<file path="src/rtl/fqs_pkg.sv">
// Shared types and constants of the queue with search.
package fqs_pkg;

	localparam int unsigned QDEPTH = 16;
	localparam int unsigned CW = $clog2(QDEPTH + 1);
	localparam int unsigned VALUE_W = 32;

	typedef enum logic [1:0] {
		KIND_INSERT = 2'd0,
		KIND_REMOVE = 2'd1,
		KIND_SEARCH = 2'd2,
		KIND_NOP    = 2'd3
	} kind_t;

	typedef enum logic [1:0] {
		ST_OK    = 2'd0,
		ST_EMPTY = 2'd1,
		ST_FULL  = 2'd2
	} status_t;

	typedef struct packed {
		kind_t                kind;
		logic [VALUE_W-1:0]   value;
	} req_item_t;

	typedef struct packed {
		status_t              status;
		logic [VALUE_W-1:0]   read_value;
		logic                 found;
		logic [CW-1:0]        position;
		logic [CW-1:0]        occupancy;
	} rsp_item_t;

	typedef struct packed {
		logic shift;
		logic load;
	} cell_ctl_t;

endpackage

</file>
<file path="src/rtl/fqs_if.sv">
// Valid/ready channel carrying one item per transfer.
interface fqs_if #(parameter type item_t = logic);
	logic  valid;
	logic  ready;
	item_t payload;

	modport source (output valid, output payload, input ready);
	modport sink (input valid, input payload, output ready);
endinterface

</file>
<file path="src/rtl/fqs_cell.sv">
// One storage cell of the queue: holds an entry, shifts toward the head, compares.
module fqs_cell import fqs_pkg::*; #(
	parameter int unsigned DATA_WIDTH = 32
) (
	input  logic                  clk,
	input  cell_ctl_t             ctl,
	input  logic [DATA_WIDTH-1:0] next_entry,
	input  logic [DATA_WIDTH-1:0] word,
	input  logic                  live,
	input  logic                  hit_in,
	output logic [DATA_WIDTH-1:0] entry,
	output logic                  hit_out,
	output logic                  first
);

	logic [DATA_WIDTH-1:0] entry_q;
	logic                  match;

	always_ff @(posedge clk) begin
		if (ctl.shift) begin
			entry_q <= next_entry;
		end else if (ctl.load) begin
			entry_q <= word;
		end
	end

	// An earlier match further up the chain masks this one.
	assign match   = live && (entry_q == word);
	assign first   = match && !hit_in;
	assign hit_out = hit_in || match;
	assign entry   = entry_q;

endmodule

</file>
<file path="src/rtl/fifo_queue_with_search_unit.sv">
// Top level of the bounded queue with search, built as a chain of storage cells.
//
// The block takes operations on the req channel (kind and value) and returns one
// result per operation on the rsp channel. An insert appends the value at the tail
// or reports full, a remove returns the head word or reports empty, and a search
// reports whether the value is held and the position of its first match from the
// head. Every result carries the occupancy after the operation.
//
// Every cell compares its entry with the search word at once, and on a remove
// every cell takes its neighbor's entry in the same clock. The result is
// captured in an output register on the req transfer, and a new operation is
// taken in every cycle while rsp is drained, so the throughput is one item per
// cycle.
//
// When the receiver stalls, the result is held in the output register and req
// ready drops until the rsp transfer happens; a transfer on both sides in one
// cycle keeps the rate. Reset clears the fill count and the output valid; the
// entries themselves are not cleared, since only occupied cells are ever read.
module fifo_queue_with_search_unit import fqs_pkg::*; #(
	parameter int unsigned DATA_WIDTH = 32
) (
	input  logic  clk,
	input  logic  arst_n,
	fqs_if.sink   req,
	fqs_if.source rsp
);

	logic [CW-1:0]         count_q;
	logic                  rsp_valid_q;
	rsp_item_t             rsp_q;

	logic                  accept;
	logic [DATA_WIDTH-1:0] word;
	logic [DATA_WIDTH-1:0] entry_w [QDEPTH+1];
	logic                  hit_w [QDEPTH+1];
	logic [QDEPTH-1:0]     first_w;
	cell_ctl_t             ctl_w [QDEPTH];
	logic [CW-1:0]         match_pos;
	logic                  any_hit;
	logic                  do_insert;
	logic                  do_remove;
	logic [CW-1:0]         count_d;
	rsp_item_t             rsp_d;

	// A new operation is taken whenever the output register is free or being drained.
	assign req.ready = !rsp_valid_q || rsp.ready;
	assign accept    = req.valid && req.ready;
	assign word      = DATA_WIDTH'(req.payload.value);

	assign entry_w[QDEPTH] = word;
	assign hit_w[0]        = 1'b0;

	for (genvar i = 0; i < QDEPTH; i++) begin : g_cell
		assign ctl_w[i].shift = do_remove;
		assign ctl_w[i].load  = do_insert && (count_q == CW'(i));

		fqs_cell #(.DATA_WIDTH(DATA_WIDTH)) u_cell (
			.clk        (clk),
			.ctl        (ctl_w[i]),
			.next_entry (entry_w[i+1]),
			.word       (word),
			.live       (CW'(i) < count_q),
			.hit_in     (hit_w[i]),
			.entry      (entry_w[i]),
			.hit_out    (hit_w[i+1]),
			.first      (first_w[i])
		);
	end

	assign any_hit = hit_w[QDEPTH];

	// At most one cell flags the first match, so the position is an OR of indexes.
	always_comb begin
		match_pos = '0;
		for (int i = 0; i < QDEPTH; i++) begin
			if (first_w[i]) begin
				match_pos = match_pos | CW'(i);
			end
		end
	end

	always_comb begin
		do_insert        = 1'b0;
		do_remove        = 1'b0;
		count_d          = count_q;
		rsp_d.status     = ST_OK;
		rsp_d.read_value = '0;
		rsp_d.found      = 1'b0;
		rsp_d.position   = '0;
		case (req.payload.kind)
			KIND_INSERT: begin
				if (count_q == CW'(QDEPTH)) begin
					rsp_d.status = ST_FULL;
				end else begin
					do_insert = accept;
					count_d   = count_q + CW'(1);
				end
			end
			KIND_REMOVE: begin
				if (count_q == '0) begin
					rsp_d.status = ST_EMPTY;
				end else begin
					do_remove        = accept;
					count_d          = count_q - CW'(1);
					rsp_d.read_value = VALUE_W'(entry_w[0]);
				end
			end
			KIND_SEARCH: begin
				rsp_d.found    = any_hit;
				rsp_d.position = any_hit ? match_pos : count_q;
			end
			default: begin
				// The unused code leaves the queue untouched and reports success.
			end
		endcase
		rsp_d.occupancy = count_d;
	end

	always_ff @(posedge clk or negedge arst_n) begin
		if (!arst_n) begin
			count_q     <= '0;
			rsp_valid_q <= 1'b0;
		end else begin
			if (accept) begin
				count_q     <= count_d;
				rsp_valid_q <= 1'b1;
			end else if (rsp.ready) begin
				rsp_valid_q <= 1'b0;
			end
		end
	end

	always_ff @(posedge clk) begin
		if (accept) begin
			rsp_q <= rsp_d;
		end
	end

	assign rsp.valid   = rsp_valid_q;
	assign rsp.payload = rsp_q;

	// The fill count never goes past the number of cells.
	a_count_bound: assert property (@(posedge clk) disable iff (!arst_n)
		count_q <= CW'(QDEPTH))
		else $error("fill count exceeds queue depth");

	// A successful insert grows the queue by exactly one entry.
	a_insert_grows: assert property (@(posedge clk) disable iff (!arst_n)
		accept && req.payload.kind == KIND_INSERT && count_q != CW'(QDEPTH)
		|=> count_q == $past(count_q) + CW'(1))
		else $error("insert did not advance the fill count");

	// A successful remove returns what the head cell held.
	a_remove_head: assert property (@(posedge clk) disable iff (!arst_n)
		accept && req.payload.kind == KIND_REMOVE && count_q != '0
		|=> rsp_q.read_value == $past(VALUE_W'(entry_w[0])))
		else $error("removed word differs from the head entry");

	// A match always lies inside the occupied part of the queue.
	a_found_in_range: assert property (@(posedge clk) disable iff (!arst_n)
		rsp_valid_q && rsp_q.found |-> rsp_q.position < rsp_q.occupancy)
		else $error("search position outside the occupied entries");

endmodule

</file>
<file path="src/flat_wrapper.sv">
// flat-port wrapper written by rule: the top's interface ports become plain ports
module fifo_queue_with_search_unit_flat import fqs_pkg::*;
#(
	parameter int unsigned DATA_WIDTH = 32
)
  (clk, arst_n, req_valid, req_payload, req_ready, rsp_valid, rsp_payload, rsp_ready);
  fqs_if #(.item_t(req_item_t)) req_i ();
  fqs_if #(.item_t(rsp_item_t)) rsp_i ();
  input  logic clk;
  input  logic arst_n;
  input wire logic [$bits(req_i.valid)-1:0] req_valid;
  input wire logic [$bits(req_i.payload)-1:0] req_payload;
  output wire logic [$bits(req_i.ready)-1:0] req_ready;
  output wire logic [$bits(rsp_i.valid)-1:0] rsp_valid;
  output wire logic [$bits(rsp_i.payload)-1:0] rsp_payload;
  input wire logic [$bits(rsp_i.ready)-1:0] rsp_ready;
  assign req_i.valid = req_valid;
  assign req_i.payload = req_payload;
  assign req_ready = req_i.ready;
  assign rsp_valid = rsp_i.valid;
  assign rsp_payload = rsp_i.payload;
  assign rsp_i.ready = rsp_ready;
  fifo_queue_with_search_unit #(.DATA_WIDTH(DATA_WIDTH)) u_core (.clk(clk), .arst_n(arst_n), .req(req_i), .rsp(rsp_i));
endmodule
</file>
<file path="config.mk">
export PLATFORM = sky130hd
export DESIGN_NAME = fifo_queue_with_search_unit_flat
export DESIGN_NICKNAME = d
export VERILOG_FILES = /design/src/rtl/fqs_pkg.sv /design/src/rtl/fqs_if.sv /design/src/rtl/fqs_cell.sv /design/src/rtl/fifo_queue_with_search_unit.sv /design/src/flat_wrapper.sv
export SDC_FILE = /design/constraint.sdc
export NUM_CORES = 1
export LEC_CHECK = 0
export ABC_AREA = 1
export BUFFER_PORTS_ARGS = -buffer_cell sky130_fd_sc_hd__buf_2
export CAP_MARGIN = 10
export CELL_PAD_IN_SITES_DETAIL_PLACEMENT = 1
export CELL_PAD_IN_SITES_GLOBAL_PLACEMENT = 2
export CORE_ASPECT_RATIO = 1.75
export CORE_UTILIZATION = 36
export DETAILED_ROUTE_END_ITERATION = 6
export PLACE_DENSITY_LB_ADDON = 0.15
export SLEW_MARGIN = 40
export SYNTH_ARGS = -nofsm -noshare
export SYNTH_HDL_FRONTEND = slang
export SYNTH_SLANG_ARGS = --single-unit
</file>
<file path="constraint.sdc">
create_clock -name clk -period 5.6 [get_ports clk]
set_input_delay 1.4 -clock clk [delete_from_list [all_inputs] [get_ports clk]]
set_output_delay 1.4 -clock clk [all_outputs]
set_load 0.01 [all_outputs]
</file>
Word-level counts from Yosys, hierarchy flattened

Cells that the tools add are included.
Widths: inputs -> output; s select.

Add/sub/neg operators: 2
$lt $le $gt $ge: 16
Equality and inequality tests: 34
Mux-type cells: 60
Bitwise operators: 1
Reduce and logical (&&, ||, !) cells: 100

Operators with widths:

| cell                | number |
|---|---|
| $mux 32             | 32 |
| $eq 32x32->1        | 16 |
| $logic_and 1x1->1   | 48 |
| $eq 5x4->1 const B  | 8 |
| $lt 4x5->1 const A  | 8 |
| $reduce_bool 2->1   | 17 |
| $mux 4              | 8 |
| $eq 5x3->1 const B  | 4 |
| $lt 3x5->1 const A  | 4 |
| $logic_not 1->1     | 16 |
| $logic_or 1x1->1    | 16 |
| $mux 5              | 3 |
| $mux 3              | 4 |
| $eq 5x2->1 const B  | 2 |
| $lt 1x5->1 const A  | 2 |
| $lt 2x5->1 const A  | 2 |
| $pmux 5 s2          | 1 |
| $mux 1              | 8 |
| $mux 2              | 3 |
| $add 5x1->5 const B | 1 |
| $eq 5x1->1 const B  | 1 |
| $eq 5x5->1 const B  | 1 |
| $logic_not 5->1     | 1 |
| $sub 5x1->5 const B | 1 |
| other kinds (6)     | 6 |

Bits in registers: 563
Input port bits: 38
Output and inout port bits: 47
Logic and storage cells: 236

Logic depth before layout (Yosys ltp)

Gate-level depths: netlist (run 1).

Word-level depth: 20
Depth in mapped cells: 21
Mapped depth without buffers: 19

Modules after synthesis

A second synthesis (run 1) with hierarchy kept.

Cell total of the unflattened synthesis: 4,332
Area total of the unflattened synthesis: 33,159.3 um2

By module, submodules not included:

| module                      | times used | cells an instance | area each (um2) | sequential area each (um2) |
|---|---|---|---|---|
| fqs_cell                    | 16         | 253               | 1,910.6         | 960.9 |
| fifo_queue_with_search_unit | 1          | 284               | 2,590.0         | 1,501.4 |

Worst setup path after synthesis (run 1)

OpenSTA, ideal clock, no wires.

Kind: input to register
From: in req_payload[32]
To: reg u_core.g_cell[6].u_cell.entry_q[0], enable pin
Library setup time: 0.511 ns
Data arrival time: 5.486 ns
Data required time: 5.089 ns
Path slack: -0.396 ns
Cell stages on the path: 8
Cells stage by stage: nor2_1 > inv_1 > nor2_1 > inv_1 > nor2_1 > inv_1 > clkbuf_1 > o41ai_1

Word-level cells in the longest chain between the ends: 4

Ends and longest elaborated chain:

| element                       | line                              | text |
|---|---|---|
| start: declaration            | flat_wrapper.sv:12                | `input wire logic [$bits(req_i.payload)-1:0] req_payload;` |
| $logic_not 2->1               | fifo_queue_with_search_unit.sv:90 | `case (req.payload.kind)` |
| $mux 1                        | fifo_queue_with_search_unit.sv:90 |  |
| $logic_and 1x1->1             | fifo_queue_with_search_unit.sv:55 | `assign ctl_w[i].load = do_insert && (count_q == CW'(i));` |
| $reduce_bool 2->1 (no line) * | --                                |  |
| end signal: assignment        | fqs_cell.sv:21                    | `entry_q <= next_entry;` |
| end signal: assignment        | fqs_cell.sv:23                    | `entry_q <= word;` |
| end: declaration              | fqs_cell.sv:16                    | `logic [DATA_WIDTH-1:0] entry_q;` |

Mark *: on every way between the ends. The rest lies on a longest branch, timed or not.
A chain may end at the register's enable or synchronous reset.

Worst setup path in the final report (run 1)

From: reg u_core.count_q[1]
To: reg u_core.g_cell[3].u_cell.entry_q[16], enable pin

Word-level cells in the longest chain between the ends: 5

Ends and longest elaborated chain:

| element                       | line                               | text |
|---|---|---|
| start: declaration            | fifo_queue_with_search_unit.sv:28  | `logic [CW-1:0] count_q;` |
| start signal: assignment      | fifo_queue_with_search_unit.sv:125 | `count_q <= count_d;` |
| $eq 5x5->1                    | fifo_queue_with_search_unit.sv:92  | `if (count_q == CW'(QDEPTH)) begin` |
| $mux 1                        | fifo_queue_with_search_unit.sv:92  |  |
| $mux 1                        | fifo_queue_with_search_unit.sv:90  |  |
| $logic_and 1x1->1             | fifo_queue_with_search_unit.sv:55  |  |
| $reduce_bool 2->1 (no line) * | --                                 |  |
| end signal: assignment        | fqs_cell.sv:21                     |  |
| end signal: assignment        | fqs_cell.sv:23                     |  |
| end: declaration              | fqs_cell.sv:16                     |  |

Marks and branches as above.

==> run_results.csv, run 1 <==
group,metric,value,unit
status,outcome,"finished, final reports clean",
sta,maxSlewHeadroom,41.0,%
setup_path,required,5.93,ns
power_and_ir_drop,power_leakage,0.0147,uW
setup_path,worst_path_largest_cell_delay,0.66,ns
sta,slew_worst_pin,0.885,ns
global_route,antenna_found_initial,8,
layout,post_route_cells_drive_above_1_share,10.7,%
floorplanning,core_region_area,85800,um2
sta,fmax,247,MHz
layout,final_core_util,40.9,%
routing,detailroute.via_count,28166,
power_and_ir_drop,cellPowerDensity,358,nW/um2
floorplanning,floorplan.die.height,392,um
routing,wire_per_inst,34.6,um
clock_tree,postCtsHoldBufs,0,
clock_tree,post-cts-setup-buffers,0,
yosys,synth_fp_nets,3665,
layout,area_growth_synth_to_finish,12.3,%
yosys,synth-main-ff-cell,"edfxtp_1",
routing,initialDrtViolationCount,3029,
global_route,gr-usage-all-layers,38.4,%
clock_tree,ctsLongestPathBuffers,3,
yosys,combinational_family_with_the_most_area_after_synthesis,"simple AND/OR/NAND/NOR gates",
setup_path,cpMostUsedCell,"inv_1",
clock_tree,cts_made_buffers,59,
yosys,seq_area_frac_synth,54.0,%
setup_path,arrival,4.38,ns
floorplanning,io_pins,85,
clock_tree,clock_sink_count,563,
clock_tree,clock_tree_from_tritoncts,"done",
routing,viasPerCell,5.76,
global_route,grt_pass1_vias,28914,
clock_tree,clkSlewWorstSetupHoldPaths,0.07,ns
setup_path,ff2ff_path_depth,12,
global_route,grt_first_pass_wirelength,230000,um
setup_path,ordered_cell_list_for_the_critical_path,"inv_1, ha_1, inv_1, nor2_1, inv_1, nor2_1, nor2_4, nand2_4, buf_12, buf_4, o21ai_4, buf_4",
clock_tree,clock_latency_at_the_later_pin_of_the_worst_skew_pair,0.68,ns
yosys,synth-adder-area-share,0.200,%
sta,maxSlewViolCount,0,
routing,drtAntennaViolNets,0,
setup_path,setup.worst_path.class,"reg -> reg",
sta,setup-tns-final,0,ns
power_and_ir_drop,power.ir.vdd_worst,266,uV
yosys,number_of_flops_mapped_to_enable_cells_by_yosys,557,
yosys,post_synth.cell_area_avg,8.63,um2
placement,gp_congestion,0.949,
sta,postLayoutSetupSlackWorst,1.55,ns
routing,first_pass_detailed_route_iteration_total,5,
placement,placed_cell_area,33100,um2
sta,hold_slack,0.531,ns
floorplanning,floorplan.die_area,88100,um2
clock_tree,cts_root_buffer,"clkbuf_16",
yosys,synth.cell_area,31300,um2
sta,unrepaired_setup_endpoints_after_global_routing,"false",
layout,final_net_count,3741,
clock_tree,htree_levels,2,
yosys,synthXorXnorAreaFrac,5.15,%
placement,place.port_buffers,84,
global_route,pin_count_of_the_biggest_net_entering_global_routing,110,
worst_hold_path,min_path_type,"reg -> reg",
setup_path,critical_path.endpoint_type,"register",
global_route,grt-ovfl-total,0,
job,cap_violations,0,
yosys,synth_async_sr_flop_share,1.07,%
layout,most-common-layout-cells,"nand2_1, edfxtp_1, inv_1",
yosys,synth-warning-count,0,
sta,min_period,4.05,ns
setup_path,critical_path_peak_fanout,26,
yosys,synth.mux.area_fraction,0,%
yosys,synth-compound-area-share,8.11,%
floorplanning,initial_core_util,36.4,%
floorplanning,die_width,225,um
placement,detailed_place_hpwl,122000,um
floorplanning,num_rows,142,
placement,detailedPlace.worstSlack,1.23,ns
layout,num-fill-cells,10107,
setup_path,worst_path_max_delay_cell,"dfrtp_1",
yosys,synth_simple_gate_area_share,22.5,%
sta,hold_violations,0,
sta,worst_clock_skew,0.0325,ns
yosys,syn-instance-count,3622,
clock_tree,cts_resized,0,
routing,wl,169000,um
setup_path,regToRegSetupSlack,1.55,ns
sta,number_of_endpoints_failing_setup_at_the_final_stage,0,
setup_path,critical_path.startpoint_type,"register",
routing,drcViolationCount,0,
yosys,post_synth_num_cell_types,47,
yosys,synth_seq_cells,563,
layout,layout.cell_area.non_filler,35100,um2
worst_hold_path,worstHoldPathCells,2,
layout,mostFrequentLayoutCell,"nand2_1",
sta,period_share,72.3,%
synth_stat cells (2+ instances only):
library cell	instances	area [um2]
clkbuf_1	71	267
nand2_1	1118	4200
nand2_4	2	22.5
xor2_1	38	333
o21ai_2	4	35.0
dfrtp_1	6	150
nor2_2	12	75.1
o22ai_1	56	350
nand3b_1	4	30.0
nor4_1	3	18.8
o41ai_1	2	17.5
ha_1	5	62.6
buf_8	3	45.0
inv_1	428	1610
o31ai_1	5	37.5
buf_4	18	135
nand3_1	230	1150
a21oi_1	22	110
nand4_1	23	144
o21ai_0	347	1740
edfxtp_1	557	16700
o221ai_1	2	17.5
nor3_1	5	25.0
buf_2	45	225
buf_6	61	687
nand2_2	8	50.1
nand3_2	7	70.1
inv_2	26	97.6
inv_4	10	62.6
o211ai_1	4	30.0
and2_1	2	12.5
or2_1	2	12.5
nor2_1	298	1120
xnor2_1	146	1280
o21ai_1	34	170
nor2_4	6	67.6
clkinv_1	2	7.51
layer usage:
layer  track usage [%]  wire length, um  vias to the layer above
met3              6.04            11800                      587
met2              63.5            80500                     1442
met5                 0               44                        -
li1                  -                -                    11883
met1              44.4            61800                    14248
met4              29.4            15200                        6
stage by stage:
stage | power (uW) | cells
5_1_grt | 12800 | 4891
6_report | 12600 | 4893
4_1_cts | 12500 | 4889
2_1_floorplan | 6850 | 3622
3_3_place_gp | 8270 | 4779
3_5_place_dp | 8310 | 4787
worst max-delay path: cells and delay by family, from the launching register on:
family,cells,cell delay [ns]
buffers and inverters,6,1.74
and+or+nand+nor,4,0.71
DFF,1,0.66
AOI/OAI and AO/OA,1,0.32
adders and majority gates,1,0.23
layout make-up:
cell class | count | area [um2] | area share [%]
sequential | 563 | 16900 | 48.1
multi-input combinational | 2392 | 11500 | 32.7
inverter | 468 | 1800 | 5.11
timing repair buffer | 214 | 1590 | 4.53
clock buffer | 66 | 1500 | 4.28
tap | 1152 | 1440 | 4.11
clock inverter | 36 | 430 | 1.23
antenna | 2 | 5.00 | 0.0143
power breakdown:
part           total [uW]  internal, uW  switching (uW)
logic                2880           647            2230
clock network        4240          2340            1900
registers            5450          5140             312
cells by family (layout without fill, tap and decap cells):
kind of cell | after synthesis | count (layout)
flops | 563 | 563
simple gates | 1723 | 1723
xor+xnor | 184 | 184
compound gates | 480 | 480
buf+inv | 667 | 784
other cells | 0 | 2
fa+ha+maj | 5 | 5
final timing paths:
path                                                          endpoint                     startpoint
max in group asynchronous                u_core.count_q[4]$_DFFE_PN0P_                         arst_n
min                                       u_core.rsp.valid$_DFFE_PN0P_   u_core.rsp.valid$_DFFE_PN0P_
max                        u_core.g_cell[3].u_cell.entry[16]$_DFFE_PP_  u_core.count_q[1]$_DFFE_PN0P_
min in group asynchronous                 u_core.rsp.valid$_DFFE_PN0P_                         arst_n
max reg2reg                u_core.g_cell[3].u_cell.entry[16]$_DFFE_PP_  u_core.count_q[1]$_DFFE_PN0P_
min reg2reg                               u_core.rsp.valid$_DFFE_PN0P_   u_core.rsp.valid$_DFFE_PN0P_
flip-flops by register name, indices dropped and copies added (netlist names):
signal                      cells
u_core.count_q                  5
u_core.g_cell.u_cell.entry    512
u_core.rsp.payload             45
u_core.rsp.valid                1
Note: power is estimated with default switching activity, not from simulation.
==> run 2, diff against run 1 <==
--- a/config.mk
+++ b/config.mk
@@ -11,7 +11,7 @@
 export CELL_PAD_IN_SITES_DETAIL_PLACEMENT = 1
 export CELL_PAD_IN_SITES_GLOBAL_PLACEMENT = 2
 export CORE_ASPECT_RATIO = 1.75
-export CORE_UTILIZATION = 36
+export CORE_UTILIZATION = 40
 export DETAILED_ROUTE_END_ITERATION = 6
 export PLACE_DENSITY_LB_ADDON = 0.15
 export SLEW_MARGIN = 40
==> constraint.sdc (replaced) <==
create_clock -name clk -period 3.9 [get_ports clk]
set_input_delay 0.975 -clock clk [delete_from_list [all_inputs] [get_ports clk]]
set_output_delay 0.975 -clock clk [all_outputs]
set_load 0.01 [all_outputs]
==> run_results.csv, run 2 (same netlist as run 1, synthesis figures left out) <==
group,metric,value,unit
routing,initialDrtViolationCount,3014,
power_and_ir_drop,power_frac_comb,22.8,%
sta,unrepaired_setup_endpoints_after_global_routing,"false",
setup_path,arrival,3.97,ns
setup_path,worstSetupStartpoint,"u_core.count_q[1]$_DFFE_PN0P_",
routing,drtAntennaViolNets,0,
floorplanning,floorplan.die.height,372,um
layout,multiInputGateArea,11500,um2
floorplanning,num_rows,135,
placement,detailed_place_hpwl,127000,um
sta,worst_clock_skew,0.0274,ns
sta,number_of_endpoints_failing_setup_at_the_final_stage,0,
layout,num-fill-cells,9301,
clock_tree,cts_resized,0,
clock_tree,cts_made_buffers,56,
setup_path,required,4.22,ns
power_and_ir_drop,power.ir.vdd_worst,415,uV
power_and_ir_drop,netSwitchingPower,6300,uW
sta,slew_worst_pin,0.889,ns
clock_tree,htree_levels,2,
routing,drcViolationCount,0,
global_route,grt_first_pass_wirelength,227000,um
power_and_ir_drop,cellPowerDensity,510,nW/um2
routing,detailroute.via_count,28110,
clock_tree,cts_root_buffer,"clkbuf_16",
layout,layout.cell_area.non_filler,35800,um2
setup_path,critical_path_peak_fanout,39,
layout,post_route_cells_drive_above_1_share,12.3,%
routing,wire_per_inst,34.4,um
job,cap_violations,0,
sta,fmax,274,MHz
power_and_ir_drop,seq_power_share,42.9,%
sta,hold_slack,0.140,ns
clock_tree,clkSlewWorstSetupHoldPaths,0.07,ns
floorplanning,io_pins,85,
worst_hold_path,min_path_type,"in -> async",
layout,most-common-layout-cells,"nand2_1, edfxtp_1, inv_1",
layout,seq_area,16900,um2
routing,first_pass_detailed_route_iteration_total,5,
global_route,grt_pass1_vias,28672,
clock_tree,ctsLongestPathBuffers,3,
sta,maxSlewViolCount,0,
setup_path,setup.worst_path.class,"reg -> reg",
floorplanning,initial_core_util,40.4,%
placement,gp_congestion,1.03,
layout,area_growth_synth_to_finish,14.3,%
placement,placed_cell_area,33700,um2
sta,maxSlewHeadroom,40.6,%
clock_tree,post-cts-setup-buffers,0,
floorplanning,die_width,213,um
clock_tree,clock_latency_at_the_later_pin_of_the_worst_skew_pair,0.66,ns
placement,place.port_buffers,84,
power_and_ir_drop,switching_share,34.5,%
sta,hold_violations,0,
routing,wl,166000,um
clock_tree,postCtsHoldBufs,0,
layout,final_net_count,3798,
power_and_ir_drop,power_leakage,0.0151,uW
setup_path,r2r-start,"u_core.count_q[1]$_DFFE_PN0P_",
setup_path,critical_path.startpoint_type,"register",
status,outcome,"finished, final reports clean",
power_and_ir_drop,intPower,11900,uW
floorplanning,floorplan.die_area,79300,um2
sta,min_period,3.65,ns
floorplanning,core_region_area,77400,um2
sta,period_share,93.5,%
global_route,antenna_found_initial,6,
global_route,gr-usage-all-layers,42.1,%
layout,number_of_flip_flops_in_the_largest_register,512,
layout,mostFrequentLayoutCell,"nand2_1",
global_route,grt-ovfl-total,0,
power_and_ir_drop,share_clk_of_total_power,34.3,%
global_route,pin_count_of_the_biggest_net_entering_global_routing,110,
routing,viasPerCell,5.82,
setup_path,regToRegSetupSlack,0.25,ns
clock_tree,clock_sink_count,563,
clock_tree,clock_tree_from_tritoncts,"done",
setup_path,critical_path.endpoint_type,"register",
-- run 2: layout make-up --
type | instances | share of cell area (%)
Sequential cell | 563 | 47.2
Multi-Input combinational cell | 2392 | 32.1
Timing Repair Buffer | 274 | 6.47
Inverter | 468 | 5.02
Clock buffer | 59 | 4.01
Tap cell | 1027 | 3.59
Clock inverter | 46 | 1.63
Antenna cell | 1 | 0.00700
-- run 2: path summary, 6_finish.rpt --
kind | endpoint | cells past startpoint
max | u_core.g_cell[0].u_cell.entry[9]$_DFFE_PP_ | 12
min | u_core.count_q[2]$_DFFE_PN0P_ | 1
max reg2reg | u_core.g_cell[0].u_cell.entry[9]$_DFFE_PP_ | 12
min reg2reg | u_core.rsp.valid$_DFFE_PN0P_ | 2
max in group asynchronous | u_core.rsp.valid$_DFFE_PN0P_ | 1
min in group clk | u_core.rsp.valid$_DFFE_PN0P_ | 2
-- run 2: power by group through the flow --
| stage | combinational, uW | clock, uW | sequential (uW) |
|---|---|---|---|
| floorplan | 2070 | 0 | 7760 |
| global placement | 3980 | 0 | 7930 |
| detailed placement | 4050 | 0 | 7940 |
| CTS | 4070 | 6280 | 7810 |
| global route | 4330 | 6450 | 7850 |
| finish | 4160 | 6250 | 7840 |
-- run 2: per-layer routing --
layer,vias to the layer above,part of all wire [%],wire [um],GRT usage (%)
li1,11989,-,-,-
met1,14255,38,62600,50.4
met2,1415,47,78400,68.6
met3,449,6.8,11300,6.48
met4,2,8.4,14100,30.2
met5,-,0.0090,15,0
-- run 2: critical path: stages, from the launching register on --
cell and delay, ns:
dfrtp_1 0.56, inv_1 0.18, ha_1 0.22, inv_1 0.19
nor2_1 0.07, inv_1 0.24, nor2_1 0.16, nor2_4 0.18
nand2_4 0.10, buf_12 0.21, buf_4 0.23, nand2_1 0.55
o21ai_0 0.37
-- run 2: stage by stage --
step                power [uW]  worst slack [ns]  util (%)  setup TNS, ns  cells
finish                   18200             0.254      46.2              0   4830
global route             18600             0.209      46.2              0   4829
CTS                      18200             0.297      46.2              0   4829
detailed placement       12000             0.112      43.6              0   4724
global placement         11900             0.130      43.6              0   4722
floorplan                 9830            -0.771         -        -209.06   3622
